==> config.mk <==
export PLATFORM = sky130hd
export DESIGN_NAME = modbus_rtu_response_receiver_top_flat
export DESIGN_NICKNAME = d
export VERILOG_FILES = /design/src/rtl/mrr_pkg.sv /design/src/rtl/mrr_stream_ifs.sv /design/src/rtl/modbus_rtu_response_receiver_top.sv /design/src/rtl/mrr_cfg_regs.sv /design/src/rtl/mrr_parser.sv /design/src/flat_wrapper.sv
export SDC_FILE = /design/constraint.sdc
export NUM_CORES = 1
export LEC_CHECK = 0
export BUFFER_PORTS_ARGS = -buffer_cell sky130_fd_sc_hd__buf_2
export CORE_ASPECT_RATIO = 0.75
export CORE_MARGIN = 2
export CORE_UTILIZATION = 38
export CTS_BUF_LIST = sky130_fd_sc_hd__clkbuf_16
export DETAILED_ROUTE_END_ITERATION = 7
export PLACE_DENSITY = 0.62
export SLEW_MARGIN = 25
export SYNTH_ARGS = -nofsm -noshare
export SYNTH_HDL_FRONTEND = slang
export SYNTH_SLANG_ARGS = --single-unit
==> constraint.sdc <==
create_clock -name clk -period 4.99 [get_ports clk]
set_input_delay 0 -clock clk [delete_from_list [all_inputs] [get_ports clk]]
set_output_delay 0 -clock clk [all_outputs]
set_load 0.02 [all_outputs]
==> src/rtl/mrr_pkg.sv <==
`timescale 1ns / 1ps
// ----------------------------------------------------------------------------
// Modbus RTU response receiver package
// Shared types, register indexes, status and phase codes, and the CRC-16
// byte update used by the response parser.
// ----------------------------------------------------------------------------
package mrr_pkg;

	localparam int MAX_LEN_DEF = 256;

	localparam logic [1:0] REG_SLAVE_ADDRESS   = 2'd0;
	localparam logic [1:0] REG_FUNCTION_CODE   = 2'd1;
	localparam logic [1:0] REG_EXPECTED_LENGTH = 2'd2;

	localparam logic [7:0] SLAVE_ADDRESS_RST   = 8'd1;
	localparam logic [6:0] FUNCTION_CODE_RST   = 7'd3;
	localparam logic [8:0] EXPECTED_LENGTH_RST = 9'd0;

	localparam logic [2:0] ST_WAIT  = 3'd0;
	localparam logic [2:0] ST_OK    = 3'd1;
	localparam logic [2:0] ST_SLAVE = 3'd2;
	localparam logic [2:0] ST_FUNC  = 3'd3;
	localparam logic [2:0] ST_CRC   = 3'd4;
	localparam logic [2:0] ST_LEN   = 3'd5;

	localparam logic [1:0] PH_ADDR = 2'd0;
	localparam logic [1:0] PH_FUNC = 2'd1;
	localparam logic [1:0] PH_DATA = 2'd2;

	localparam logic [7:0]  FC_SLAVE_ID      = 8'h11;
	localparam logic [8:0]  EXCEPTION_LENGTH = 9'd5;
	localparam logic [8:0]  SLAVE_ID_EXTRA   = 9'd4;
	localparam logic [8:0]  COUNT_MAX        = 9'd511;
	localparam logic [8:0]  SLAVE_ID_POS     = 9'd2;
	localparam logic [15:0] CRC_INIT         = 16'hFFFF;
	localparam logic [15:0] CRC_POLY         = 16'hA001;

	typedef struct packed {
		logic [7:0] slave_address;
		logic [6:0] function_code;
		logic [8:0] expected_length;
	} cfg_t;

	typedef struct packed {
		logic [7:0] rx_byte;
		logic       frame_start;
	} item_t;

	typedef struct packed {
		logic [2:0] status;
		logic [8:0] byte_count;
	} result_t;

	function automatic logic [15:0] crc_byte(input logic [15:0] crc, input logic [7:0] b);
		logic [15:0] c;
		c = crc ^ {8'h00, b};
		for (int i = 0; i < 8; i++) begin
			if (c[0]) begin
				c = (c >> 1) ^ CRC_POLY;
			end else begin
				c = c >> 1;
			end
		end
		return c;
	endfunction

endpackage

==> src/rtl/mrr_stream_ifs.sv <==
`timescale 1ns / 1ps
// ----------------------------------------------------------------------------
// Modbus RTU response receiver stream interfaces
// Valid/ready channels for received bytes and for per-byte results.
// ----------------------------------------------------------------------------
interface mrr_item_if;
	import mrr_pkg::*;
	logic  valid;
	logic  ready;
	item_t payload;
	modport source(output valid, output payload, input ready);
	modport sink(input valid, input payload, output ready);
endinterface

interface mrr_result_if;
	import mrr_pkg::*;
	logic    valid;
	logic    ready;
	result_t payload;
	modport source(output valid, output payload, input ready);
	modport sink(input valid, input payload, output ready);
endinterface

==> src/rtl/modbus_rtu_response_receiver_top.sv <==
`timescale 1ns / 1ps
// ----------------------------------------------------------------------------
// Modbus RTU response receiver
// A byte is registered in the input stage, then its result in the result register.
// Throughput: one byte per cycle when results are taken; the frame state is updated in a single pass.
// The result register lets a new byte enter while a result waits to be taken.
// Reset clears the frame state and loads the register reset values.
// ----------------------------------------------------------------------------
module modbus_rtu_response_receiver_top import mrr_pkg::*; #(
	parameter int MAX_LEN = MAX_LEN_DEF
) (
	input  logic       clk,
	input  logic       arst_n,
	mrr_item_if.sink   rx,
	mrr_result_if.source res,
	input  logic       cfg_we,
	input  logic [1:0] cfg_idx,
	input  logic [8:0] cfg_wdata
);

	cfg_t    cfg;
	item_t   item_s1;
	logic    valid_s1;
	result_t result;
	result_t res_data_q;
	logic    res_valid_q;
	logic    advance;

	mrr_cfg_regs u_cfg (
		.clk       (clk),
		.arst_n    (arst_n),
		.cfg_we    (cfg_we),
		.cfg_idx   (cfg_idx),
		.cfg_wdata (cfg_wdata),
		.cfg       (cfg)
	);

	mrr_parser #(.MAX_LEN(MAX_LEN)) u_parser (
		.clk    (clk),
		.arst_n (arst_n),
		.cfg    (cfg),
		.step   (advance),
		.item   (item_s1),
		.result (result)
	);

	assign advance  = valid_s1 && (!res_valid_q || res.ready);
	assign rx.ready = !valid_s1 || advance;

	always_ff @(posedge clk or negedge arst_n) begin
		if (!arst_n) begin
			valid_s1    <= 1'b0;
			res_valid_q <= 1'b0;
		end else begin
			if (rx.ready) begin
				valid_s1 <= rx.valid;
			end
			if (advance) begin
				res_valid_q <= 1'b1;
			end else if (res.ready) begin
				res_valid_q <= 1'b0;
			end
		end
	end

	always_ff @(posedge clk) begin
		if (rx.valid && rx.ready) begin
			item_s1 <= rx.payload;
		end
		if (advance) begin
			res_data_q <= result;
		end
	end

	assign res.valid   = res_valid_q;
	assign res.payload = res_data_q;

	// A stalled input side means both stages are occupied.
	assert property (@(posedge clk) disable iff (!arst_n)
		!rx.ready |-> (valid_s1 && res_valid_q && !res.ready))
		else $error("input stalled while a stage is free");

	// Status codes beyond the length error are never produced.
	assert property (@(posedge clk) disable iff (!arst_n)
		res.valid |-> (res.payload.status <= ST_LEN))
		else $error("undefined status code");

	// A complete frame needs at least address, function and one more byte.
	assert property (@(posedge clk) disable iff (!arst_n)
		(res.valid && (res.payload.status == ST_OK || res.payload.status == ST_CRC))
		|-> (res.payload.byte_count >= 9'd3))
		else $error("frame completed too early");

	// A held result keeps its contents.
	assert property (@(posedge clk) disable iff (!arst_n)
		(res.valid && !res.ready) |=> (res.valid && $stable(res_data_q)))
		else $error("held result changed");

endmodule

==> src/rtl/mrr_cfg_regs.sv <==
`timescale 1ns / 1ps
// ----------------------------------------------------------------------------
// Configuration registers
// Holds the queried slave address, function code and expected length.
// ----------------------------------------------------------------------------
module mrr_cfg_regs import mrr_pkg::*; (
	input  logic       clk,
	input  logic       arst_n,
	input  logic       cfg_we,
	input  logic [1:0] cfg_idx,
	input  logic [8:0] cfg_wdata,
	output cfg_t       cfg
);

	cfg_t cfg_q;

	always_ff @(posedge clk or negedge arst_n) begin
		if (!arst_n) begin
			cfg_q.slave_address   <= SLAVE_ADDRESS_RST;
			cfg_q.function_code   <= FUNCTION_CODE_RST;
			cfg_q.expected_length <= EXPECTED_LENGTH_RST;
		end else if (cfg_we) begin
			unique case (cfg_idx)
				REG_SLAVE_ADDRESS:   cfg_q.slave_address   <= cfg_wdata[7:0];
				REG_FUNCTION_CODE:   cfg_q.function_code   <= cfg_wdata[6:0];
				REG_EXPECTED_LENGTH: cfg_q.expected_length <= cfg_wdata;
				default: ;
			endcase
		end
	end

	assign cfg = cfg_q;

endmodule

==> src/rtl/mrr_parser.sv <==
`timescale 1ns / 1ps
// ----------------------------------------------------------------------------
// Response parser
// Frame state and single-pass evaluation of one byte: address and function
// checks, length tracking and the running CRC residue.
// ----------------------------------------------------------------------------
module mrr_parser import mrr_pkg::*; #(
	parameter int MAX_LEN = MAX_LEN_DEF
) (
	input  logic    clk,
	input  logic    arst_n,
	input  cfg_t    cfg,
	input  logic    step,
	input  item_t   item,
	output result_t result
);

	localparam logic [10:0] MaxLenW = 11'(MAX_LEN);

	logic [8:0]  count_q;
	logic [1:0]  phase_q;
	logic [15:0] crc_q;
	logic [8:0]  target_q;
	logic [7:0]  rfunc_q;

	logic [8:0]  cnt_eff, cnt_inc, cnt_nxt;
	logic [1:0]  phase_eff, phase_nxt;
	logic [15:0] crc_eff, crc_new, crc_nxt;
	logic [8:0]  tgt_eff, tgt_nxt, tgt_data;
	logic [7:0]  rfunc_nxt;
	logic [2:0]  status;
	logic        begin_frame;
	logic        len_err;
	logic [7:0]  b;

	always_comb begin
		b           = item.rx_byte;
		cnt_eff     = item.frame_start ? 9'd0 : count_q;
		begin_frame = (cnt_eff == 9'd0);
		phase_eff   = begin_frame ? PH_ADDR : phase_q;
		crc_eff     = begin_frame ? CRC_INIT : crc_q;
		tgt_eff     = begin_frame ? cfg.expected_length : target_q;
		len_err     = ({2'b00, cnt_eff} > MaxLenW) || ({2'b00, tgt_eff} > MaxLenW);
		cnt_inc     = (cnt_eff != COUNT_MAX) ? cnt_eff + 9'd1 : cnt_eff;
		crc_new     = crc_byte(crc_eff, b);
		tgt_data    = ((rfunc_q == FC_SLAVE_ID) && (cnt_eff == SLAVE_ID_POS)) ?
			({1'b0, b} + SLAVE_ID_EXTRA) : tgt_eff;

		cnt_nxt   = cnt_eff;
		phase_nxt = phase_eff;
		crc_nxt   = crc_eff;
		tgt_nxt   = tgt_eff;
		rfunc_nxt = rfunc_q;
		status    = ST_WAIT;

		if (len_err) begin
			status = ST_LEN;
		end else begin
			cnt_nxt = cnt_inc;
			crc_nxt = crc_new;
			unique case (phase_eff)
				PH_ADDR: begin
					phase_nxt = PH_FUNC;
					status    = (b != cfg.slave_address) ? ST_SLAVE : ST_WAIT;
				end
				PH_FUNC: begin
					phase_nxt = PH_DATA;
					rfunc_nxt = b;
					if (b != {1'b0, cfg.function_code}) begin
						tgt_nxt = EXCEPTION_LENGTH;
						if (b != {1'b1, cfg.function_code}) begin
							status = ST_FUNC;
						end
					end
				end
				default: begin
					tgt_nxt = tgt_data;
					if (tgt_data != cnt_inc) begin
						status = ST_WAIT;
					end else begin
						status = (crc_new == 16'h0000) ? ST_OK : ST_CRC;
					end
				end
			endcase
		end

		result.status     = status;
		result.byte_count = cnt_nxt;
	end

	always_ff @(posedge clk or negedge arst_n) begin
		if (!arst_n) begin
			count_q  <= 9'd0;
			phase_q  <= PH_ADDR;
			crc_q    <= CRC_INIT;
			target_q <= EXPECTED_LENGTH_RST;
			rfunc_q  <= 8'h00;
		end else if (step) begin
			count_q  <= cnt_nxt;
			phase_q  <= phase_nxt;
			crc_q    <= crc_nxt;
			target_q <= tgt_nxt;
			rfunc_q  <= rfunc_nxt;
		end
	end

endmodule

==> src/flat_wrapper.sv <==
// flat-port wrapper written by rule: the top's interface ports become plain ports
module modbus_rtu_response_receiver_top_flat import mrr_pkg::*;
#(
	parameter int MAX_LEN = MAX_LEN_DEF
)
  (clk, arst_n, cfg_we, cfg_idx, cfg_wdata, rx_valid, rx_payload, rx_ready, res_valid, res_payload, res_ready);
  mrr_item_if rx_i ();
  mrr_result_if res_i ();
  input  logic clk;
  input  logic arst_n;
  input  logic cfg_we;
  input  logic [1:0] cfg_idx;
  input  logic [8:0] cfg_wdata;
  input wire logic [$bits(rx_i.valid)-1:0] rx_valid;
  input wire logic [$bits(rx_i.payload)-1:0] rx_payload;
  output wire logic [$bits(rx_i.ready)-1:0] rx_ready;
  output wire logic [$bits(res_i.valid)-1:0] res_valid;
  output wire logic [$bits(res_i.payload)-1:0] res_payload;
  input wire logic [$bits(res_i.ready)-1:0] res_ready;
  assign rx_i.valid = rx_valid;
  assign rx_i.payload = rx_payload;
  assign rx_ready = rx_i.ready;
  assign res_valid = res_i.valid;
  assign res_payload = res_i.payload;
  assign res_i.ready = res_ready;
  modbus_rtu_response_receiver_top #(.MAX_LEN(MAX_LEN)) u_core (.clk(clk), .arst_n(arst_n), .rx(rx_i), .res(res_i), .cfg_we(cfg_we), .cfg_idx(cfg_idx), .cfg_wdata(cfg_wdata));
endmodule
== Yosys cells after proc, flatten, opt, wreduce, memory -nomap -nowiden ==
Index checks and enable logic that the tools add are counted.
Widths: inputs -> output; s select.

* Flip-flop bits (word level): 91
* Input port bits: 25
* Output and inout port bits: 14
* Logic and storage cells: 84

* Add/sub/neg operators: 2
* Order comparisons: 2
* Equality and inequality tests: 10
* Muxes and demuxes: 29
* Bitwise logic cells: 10
* Reduce and logical (&&, ||, !) cells: 17

{| class="wikitable"
|+ Operators by type and width
! cell !! count
|-
| $mux 16 || 10
|-
| $mux 9 || 7
|-
| $not 2->3 || 8
|-
| $gt 9x9->1 const B || 2
|-
| $pmux 9 s2 || 1
|-
| $logic_not 16->1 || 1
|-
| $ne 8x8->1 || 2
|-
| $xor 16x8->16 || 1
|-
| $mux 2 || 5
|-
| $add 8x3->9 const B || 1
|-
| $add 9x1->9 const B || 1
|-
| $eq 9x2->1 const B || 1
|-
| $logic_not 9->1 || 1
|-
| $ne 9x9->1 || 1
|-
| $ne 9x9->1 const B || 1
|-
| $eq 8x5->1 const B || 1
|-
| $ne 8x7->1 || 1
|-
| $mux 3 || 2
|-
| $pmux 3 s2 || 1
|-
| $reduce_and 2->1 || 3
|-
| $eq 2x1->1 const B || 2
|-
| $logic_not 2->1 || 2
|-
| $pmux 2 s2 || 1
|-
| $logic_and 1x1->1 || 3
|-
| 7 further kinds || 11
|}

== Logic depth before layout (Yosys ltp) ==
* Word-level depth: 24
* Depth in mapped cells: 18
* Depth with buffers taken out: 15

== By module ==
Synthesis repeated with hierarchy kept, for this count alone.

* Cells, all modules: 481
* Area total of the unflattened synthesis: 5175.0 µm²

{| class="wikitable"
|+ By module, submodules not included
! module !! times used !! cells an instance !! area an instance (µm²) !! seq. area each (µm²)
|-
| mrr_parser || 1 || 401 || 3524.6 || 1121.1
|-
| mrr_cfg_regs || 1 || 51 || 915.9 || 604.3
|-
| modbus_rtu_response_receiver_top || 1 || 29 || 734.5 || 680.7
|}

== Worst setup path after synthesis ==
OpenSTA, ideal clock, no wires.

* Path type: flip-flop to flip-flop
* Start: register u_core.item_s1[0] in the netlist's numbering
* End: register u_core.res_data_q (netlist bit u_core.res.payload[9]), data pin
* Arrival: 3.644 ns
* Required time: 4.821 ns
* Setup slack: 1.177 ns
* Stages on the path, launching flop included: 19
* Path buffers: 3
* Cells stage by stage: edfxtp_1 > bufbuf_16 > clkbuf_8 > nand2b_1 > ha_1 > or4b_4 > o21ai_4 > buf_8 > nor2_1 > xor2_1 > xnor2_1 > xnor2_1 > ha_1 > xor2_1 > nor3_1 > nand4_1 > nor3b_2 > o31ai_1 > o31ai_1

* Word-level cells in the longest chain between the ends: 18
* Elaborated cells between the ends (all ways): 38

{| class="wikitable"
|+ Ends and longest elaborated chain
! what !! line !! RTL
|-
| start, declared || modbus_rtu_response_receiver_top.sv:22 || <nowiki>item_t item_s1;</nowiki>
|-
| start signal, assigned || modbus_rtu_response_receiver_top.sv:68 || <nowiki>item_s1 <= rx.payload;</nowiki>
|-
| $mux 9 * || mrr_parser.sv:38 || <nowiki>cnt_eff = item.frame_start ? 9'd0 : count_q;</nowiki>
|-
| $logic_not 9->1 || mrr_parser.sv:39 || <nowiki>begin_frame = (cnt_eff == 9'd0);</nowiki>
|-
| $mux 16 || mrr_parser.sv:41 || <nowiki>crc_eff = begin_frame ? CRC_INIT : crc_q;</nowiki>
|-
| $xor 16x8->16 || mrr_pkg.sv:56 || <nowiki>c = crc ^ {8'h00, b};</nowiki>
|-
| $mux 16 / $not 2->3 (equally long branches) (3 in a row) || - ||
|-
| $not 2->3 (no source line) / $mux 16 (equally long branches) || - ||
|-
| $mux 16 / $not 2->3 (equally long branches) (3 in a row) || - ||
|-
| $not 2->3 (no source line) / $mux 16 (equally long branches) || - ||
|-
| $mux 16 / $not 2->3 (equally long branches) || - ||
|-
| $mux 16 || mrr_pkg.sv:58 || <nowiki>if (c[0]) begin</nowiki>
|-
| $logic_not 16->1 || mrr_parser.sv:81 || <nowiki>status = (crc_new == 16'h0000) ? ST_OK : ST_CRC;</nowiki>
|-
| $mux 3 || mrr_parser.sv:81 ||
|-
| $mux 3 || mrr_parser.sv:78 || <nowiki>if (tgt_data != cnt_inc) begin</nowiki>
|-
| $pmux 3 s2 || mrr_parser.sv:61 || <nowiki>unique case (phase_eff)</nowiki>
|-
| end signal, assigned || modbus_rtu_response_receiver_top.sv:71 || <nowiki>res_data_q <= result;</nowiki>
|-
| end, declared || modbus_rtu_response_receiver_top.sv:25 || <nowiki>result_t res_data_q;</nowiki>
|}

Every way passes the cells marked *; elsewhere a longest branch is shown, timed or not.
A chain may end at the register's enable or synchronous reset.

== Worst setup path in the final report ==
Same ends and word-level chain as after synthesis.

==> impl_metrics.json <==
{
  "io_pins": 39,
  "crit_chain": "nand2b_1 -> ha_1 -> or4b_4 -> o21ai_4 -> nor2_1 -> xor2_1 -> xnor2_1 -> xnor2_1 -> ha_1 -> xor2_1 -> nor3_1 -> nand4_1 -> nor3b_2 -> o31ai_1 -> o31ai_1",
  "drcViolationCount": 0,
  "cap_violations": 0,
  "hold_viol": 0,
  "cts_hold_repair.buffers": 22,
  "finClkSkew_ns": 0.00936,
  "path_class": "flip-flop to flip-flop",
  "synth_xor_area_share_pct": 10.7,
  "area_growth_pct": 15.2,
  "syn_nets": 523,
  "wl_per_cell_microns": 18.4,
  "synth_edf_count": 21,
  "cts_sinks": 91,
  "grt_pass1_vias": 4070,
  "setup_viol": 0,
  "rr_endpoint": "u_core.res.payload[9]",
  "tns_ns": 0,
  "r2r.worst_path.cells": 15,
  "synth_ff_type": "dfrtp_1",
  "ys_types": 79,
  "cp_num_buf_inv": 0,
  "io_buffers": 38,
  "viasPerCell": 5.52,
  "gp_congestion": 0.879,
  "clock_path_buffers": 2,
  "routed_wl_microns": 13300,
  "track_usage_pct": 18.5,
  "preCtsSetupSlack_ns": 0.668,
  "worstHoldEndpoint": "u_core.u_cfg.cfg[21]",
  "ant_nets": 0,
  "cts_root_buf": "clkbuf_16",
  "vias": 3995,
  "grt_max_degree": 71,
  "dpl.hpwl_microns": 9480,
  "worst-endpoint-arrival_ns": 4.55,
  "r2r-start": "u_core.item_s1[0]",
  "maxSlewViolCount": 0,
  "initial_core_util_pct": 39.0,
  "power.density_mw_per_mm2": 523,
  "cts_setup_buffers": 0,
  "synth_adder_area_share_pct": 1.87,
  "start_kind": "flip-flop",
  "cp-end-kind": "flip-flop",
  "core.rowCount": 37,
  "synthCells": 490,
  "cp_max_fo": 16,
  "rsz0062_at_grt": "false",
  "synth_area_per_cell_sq_um": 10.9,
  "hp-class": "input pin to flip-flop",
  "tightest_slew_ns": 0.762,
  "yosys.area_share.simple_pct": 15.3,
  "grt_overflow": 0,
  "die_x_microns": 141,
  "max-vdd-ir-drop_mv": 0.282,
  "dr.first_iter.drc_count": 395,
  "drive_above_1_share_pct": 25.7,
  "synth_mux_area_share_pct": 10.3,
  "netlist_area_sq_mm": 0.00534,
  "synth.top_cells.by_area": "dfrtp_1, edfxtp_1, dfstp_2, mux2_2, xnor2_1",
  "clock_latency_ns": 0.35,
  "yosysSeqAreaShare_pct": 45.0,
  "cp_slowest_stage_delay_ns": 0.54,
  "synthDominantAreaCellType": "dfrtp_1",
  "ys_warn_count": 0,
  "cts_made_buffers": 9,
  "ys_async_sr_fraction_pct": 76.9,
  "synth_compound_area_share_pct": 12.0,
  "cts_resized": 0,
  "hold_depth": 3,
  "nNetsFinal": 577,
  "worst_slack_ns": 0.621,
  "clkTransAtPathRegs_ns": 0.07,
  "max_freq_ghz": 0.229,
  "period_minus_slack_ns": 4.37,
  "multi_input_area_sq_mm": 0.00269,
  "core_area_sq_mm": 0.0137,
  "cp.required_ns": 5.17,
  "ys_ff_latch": 91,
  "drtPass1Iterations": 5,
  "hp-start": "cfg_idx[0]",
  "die_area_sq_mm": 0.0150,
  "antenna_found_initial": 0,
  "worst-r2r-setup-slack_ns": 0.62,
  "regArea_sq_mm": 0.00241,
  "num_antenna_cells": 0,
  "synth.top_cell.area_share_pct": 23.9,
  "dieHeight_microns": 107,
  "layout_commonest_cell": "dfrtp_1",
  "htree_num_levels": 3,
  "grt_first_pass_wirelength_microns": 21800,
  "slew_headroom_pct": 49.1,
  "period_share_pct": 87.6,
  "synth_top_family_by_area": "simple AND/OR/NAND/NOR gates",
  "crit_path_top_delay_cell": "edfxtp_1",
  "tritoncts": "built",
  "crit_family": "simple AND/OR/NAND/NOR gates",
  "final_cell_mix": "dfrtp_1, mux2_2, nand2_1",
  "status": "finished clean",
  "fillCellCount": 1286,
  "p_leak_nw": 2.51
}
==> how the worst max path moves through the flow <==
stage | start | endpoint | slack [ns] | cells past startpoint
global placement | u_core.item_s1[0] | u_core.res.payload[9] | 0.89 | 15
CTS | u_core.item_s1[0] | u_core.res.payload[9] | 0.63 | 15
global route | u_core.item_s1[0] | u_core.res.payload[9] | 0.33 | 15
finish | u_core.item_s1[0] | u_core.res.payload[9] | 0.62 | 15
detailed placement | u_core.item_s1[0] | u_core.res.payload[9] | 0.67 | 15
floorplan | u_core.item_s1[0] | u_core.res.payload[9] | 1.18 | 18
==> power breakdown <==
group / switching [mW] / internal [mW]
clock network: 0.294 / 0.388
logic: 0.729 / 0.589
registers: 0.186 / 1.03
total: 1.21 / 2.01
==> worst register-to-register path, stage by stage (launching register included) <==
cell	delay, ns
edfxtp_1	0.54
nand2b_1	0.23
ha_1	0.26
or4b_4	0.51
o21ai_4	0.47
nor2_1	0.13
xor2_1	0.19
xnor2_1	0.14
xnor2_1	0.26
ha_1	0.33
xor2_1	0.18
nor3_1	0.15
nand4_1	0.13
nor3b_2	0.36
o31ai_1	0.13
o31ai_1	0.20
==> metal layers <==
| metal | track usage (%) | vias up | wire length (microns) | share of wire [%] |
|---|---|---|---|---|
| met5 | 0 | - | 0 | 0 |
| met2 | 27.4 | 143 | 5740 | 43 |
| met4 | 4.93 | 0 | 167 | 1.3 |
| li1 | - | 1873 | - | - |
| met3 | 3.44 | 13 | 780 | 5.9 |
| met1 | 27.9 | 1966 | 6620 | 50 |
==> cells in the mapped netlist, types with 5 or more instances <==
| library cell | instances |
|---|---|
| edfxtp_1 | 21 |
| xor2_1 | 30 |
| a21oi_1 | 19 |
| clkbuf_1 | 8 |
| o22a_1 | 7 |
| nand4_1 | 9 |
| dfrtp_1 | 51 |
| nand2_1 | 39 |
| nand3_1 | 7 |
| nor2_1 | 35 |
| nor4_1 | 5 |
| xnor2_1 | 30 |
| a211oi_1 | 6 |
| mux2_2 | 41 |
| mux2i_1 | 9 |
| ha_1 | 8 |
| a31oi_1 | 5 |
| inv_1 | 17 |
| nor3_1 | 12 |
| nand2b_1 | 10 |
| dfstp_2 | 19 |
| o21ai_0 | 10 |
==> sequential cells by signal, indices dropped and copies added, names as in the netlist <==
signal and flops:
u_core.u_parser.phase_q 2, u_core.item_s1 9, u_core.valid_s1 1, u_core.res.valid 1
u_core.u_parser.crc_q 16, u_core.u_cfg.cfg 24, u_core.res.payload 12, u_core.u_parser.rfunc_q 8
u_core.u_parser.target_q 9, u_core.u_parser.count_q 9
==> area by class of cell <==
cell class / instances / share of cell area, %
clock inverter: 7 / 1.10
timing repair buffer: 67 / 7.85
clock buffer: 9 / 3.66
inverter: 17 / 1.04
sequential: 91 / 39.1
multi-input combinational: 358 / 43.7
tap: 175 / 3.56
==> logic make-up (layout without fill, tap and decap cells) <==
| group | Yosys count | after routing |
|---|---|---|
| compound gates | 86 | 86 |
| xor+xnor | 62 | 62 |
| fa+ha+maj | 8 | 8 |
| buf+inv | 41 | 100 |
| flops | 91 | 91 |
| mux | 50 | 50 |
| simple gates | 152 | 152 |
==> metrics by stage <==
step                instance area, sq um  hold WS (ns)  std cells  total power, mW  utilization (%)
floorplan                           5340        -0.296        490             2.22                -
global placement                    5610         0.176        685             2.48             40.9
detailed placement                  5610         0.178        685             2.51             40.9
CTS                                 6120         0.120        723             3.22             44.7
global route                        6150         0.153        724             3.44             44.9
finish                              6150         0.126        724             3.22             44.9
Power figures use the tool's default switching activity.
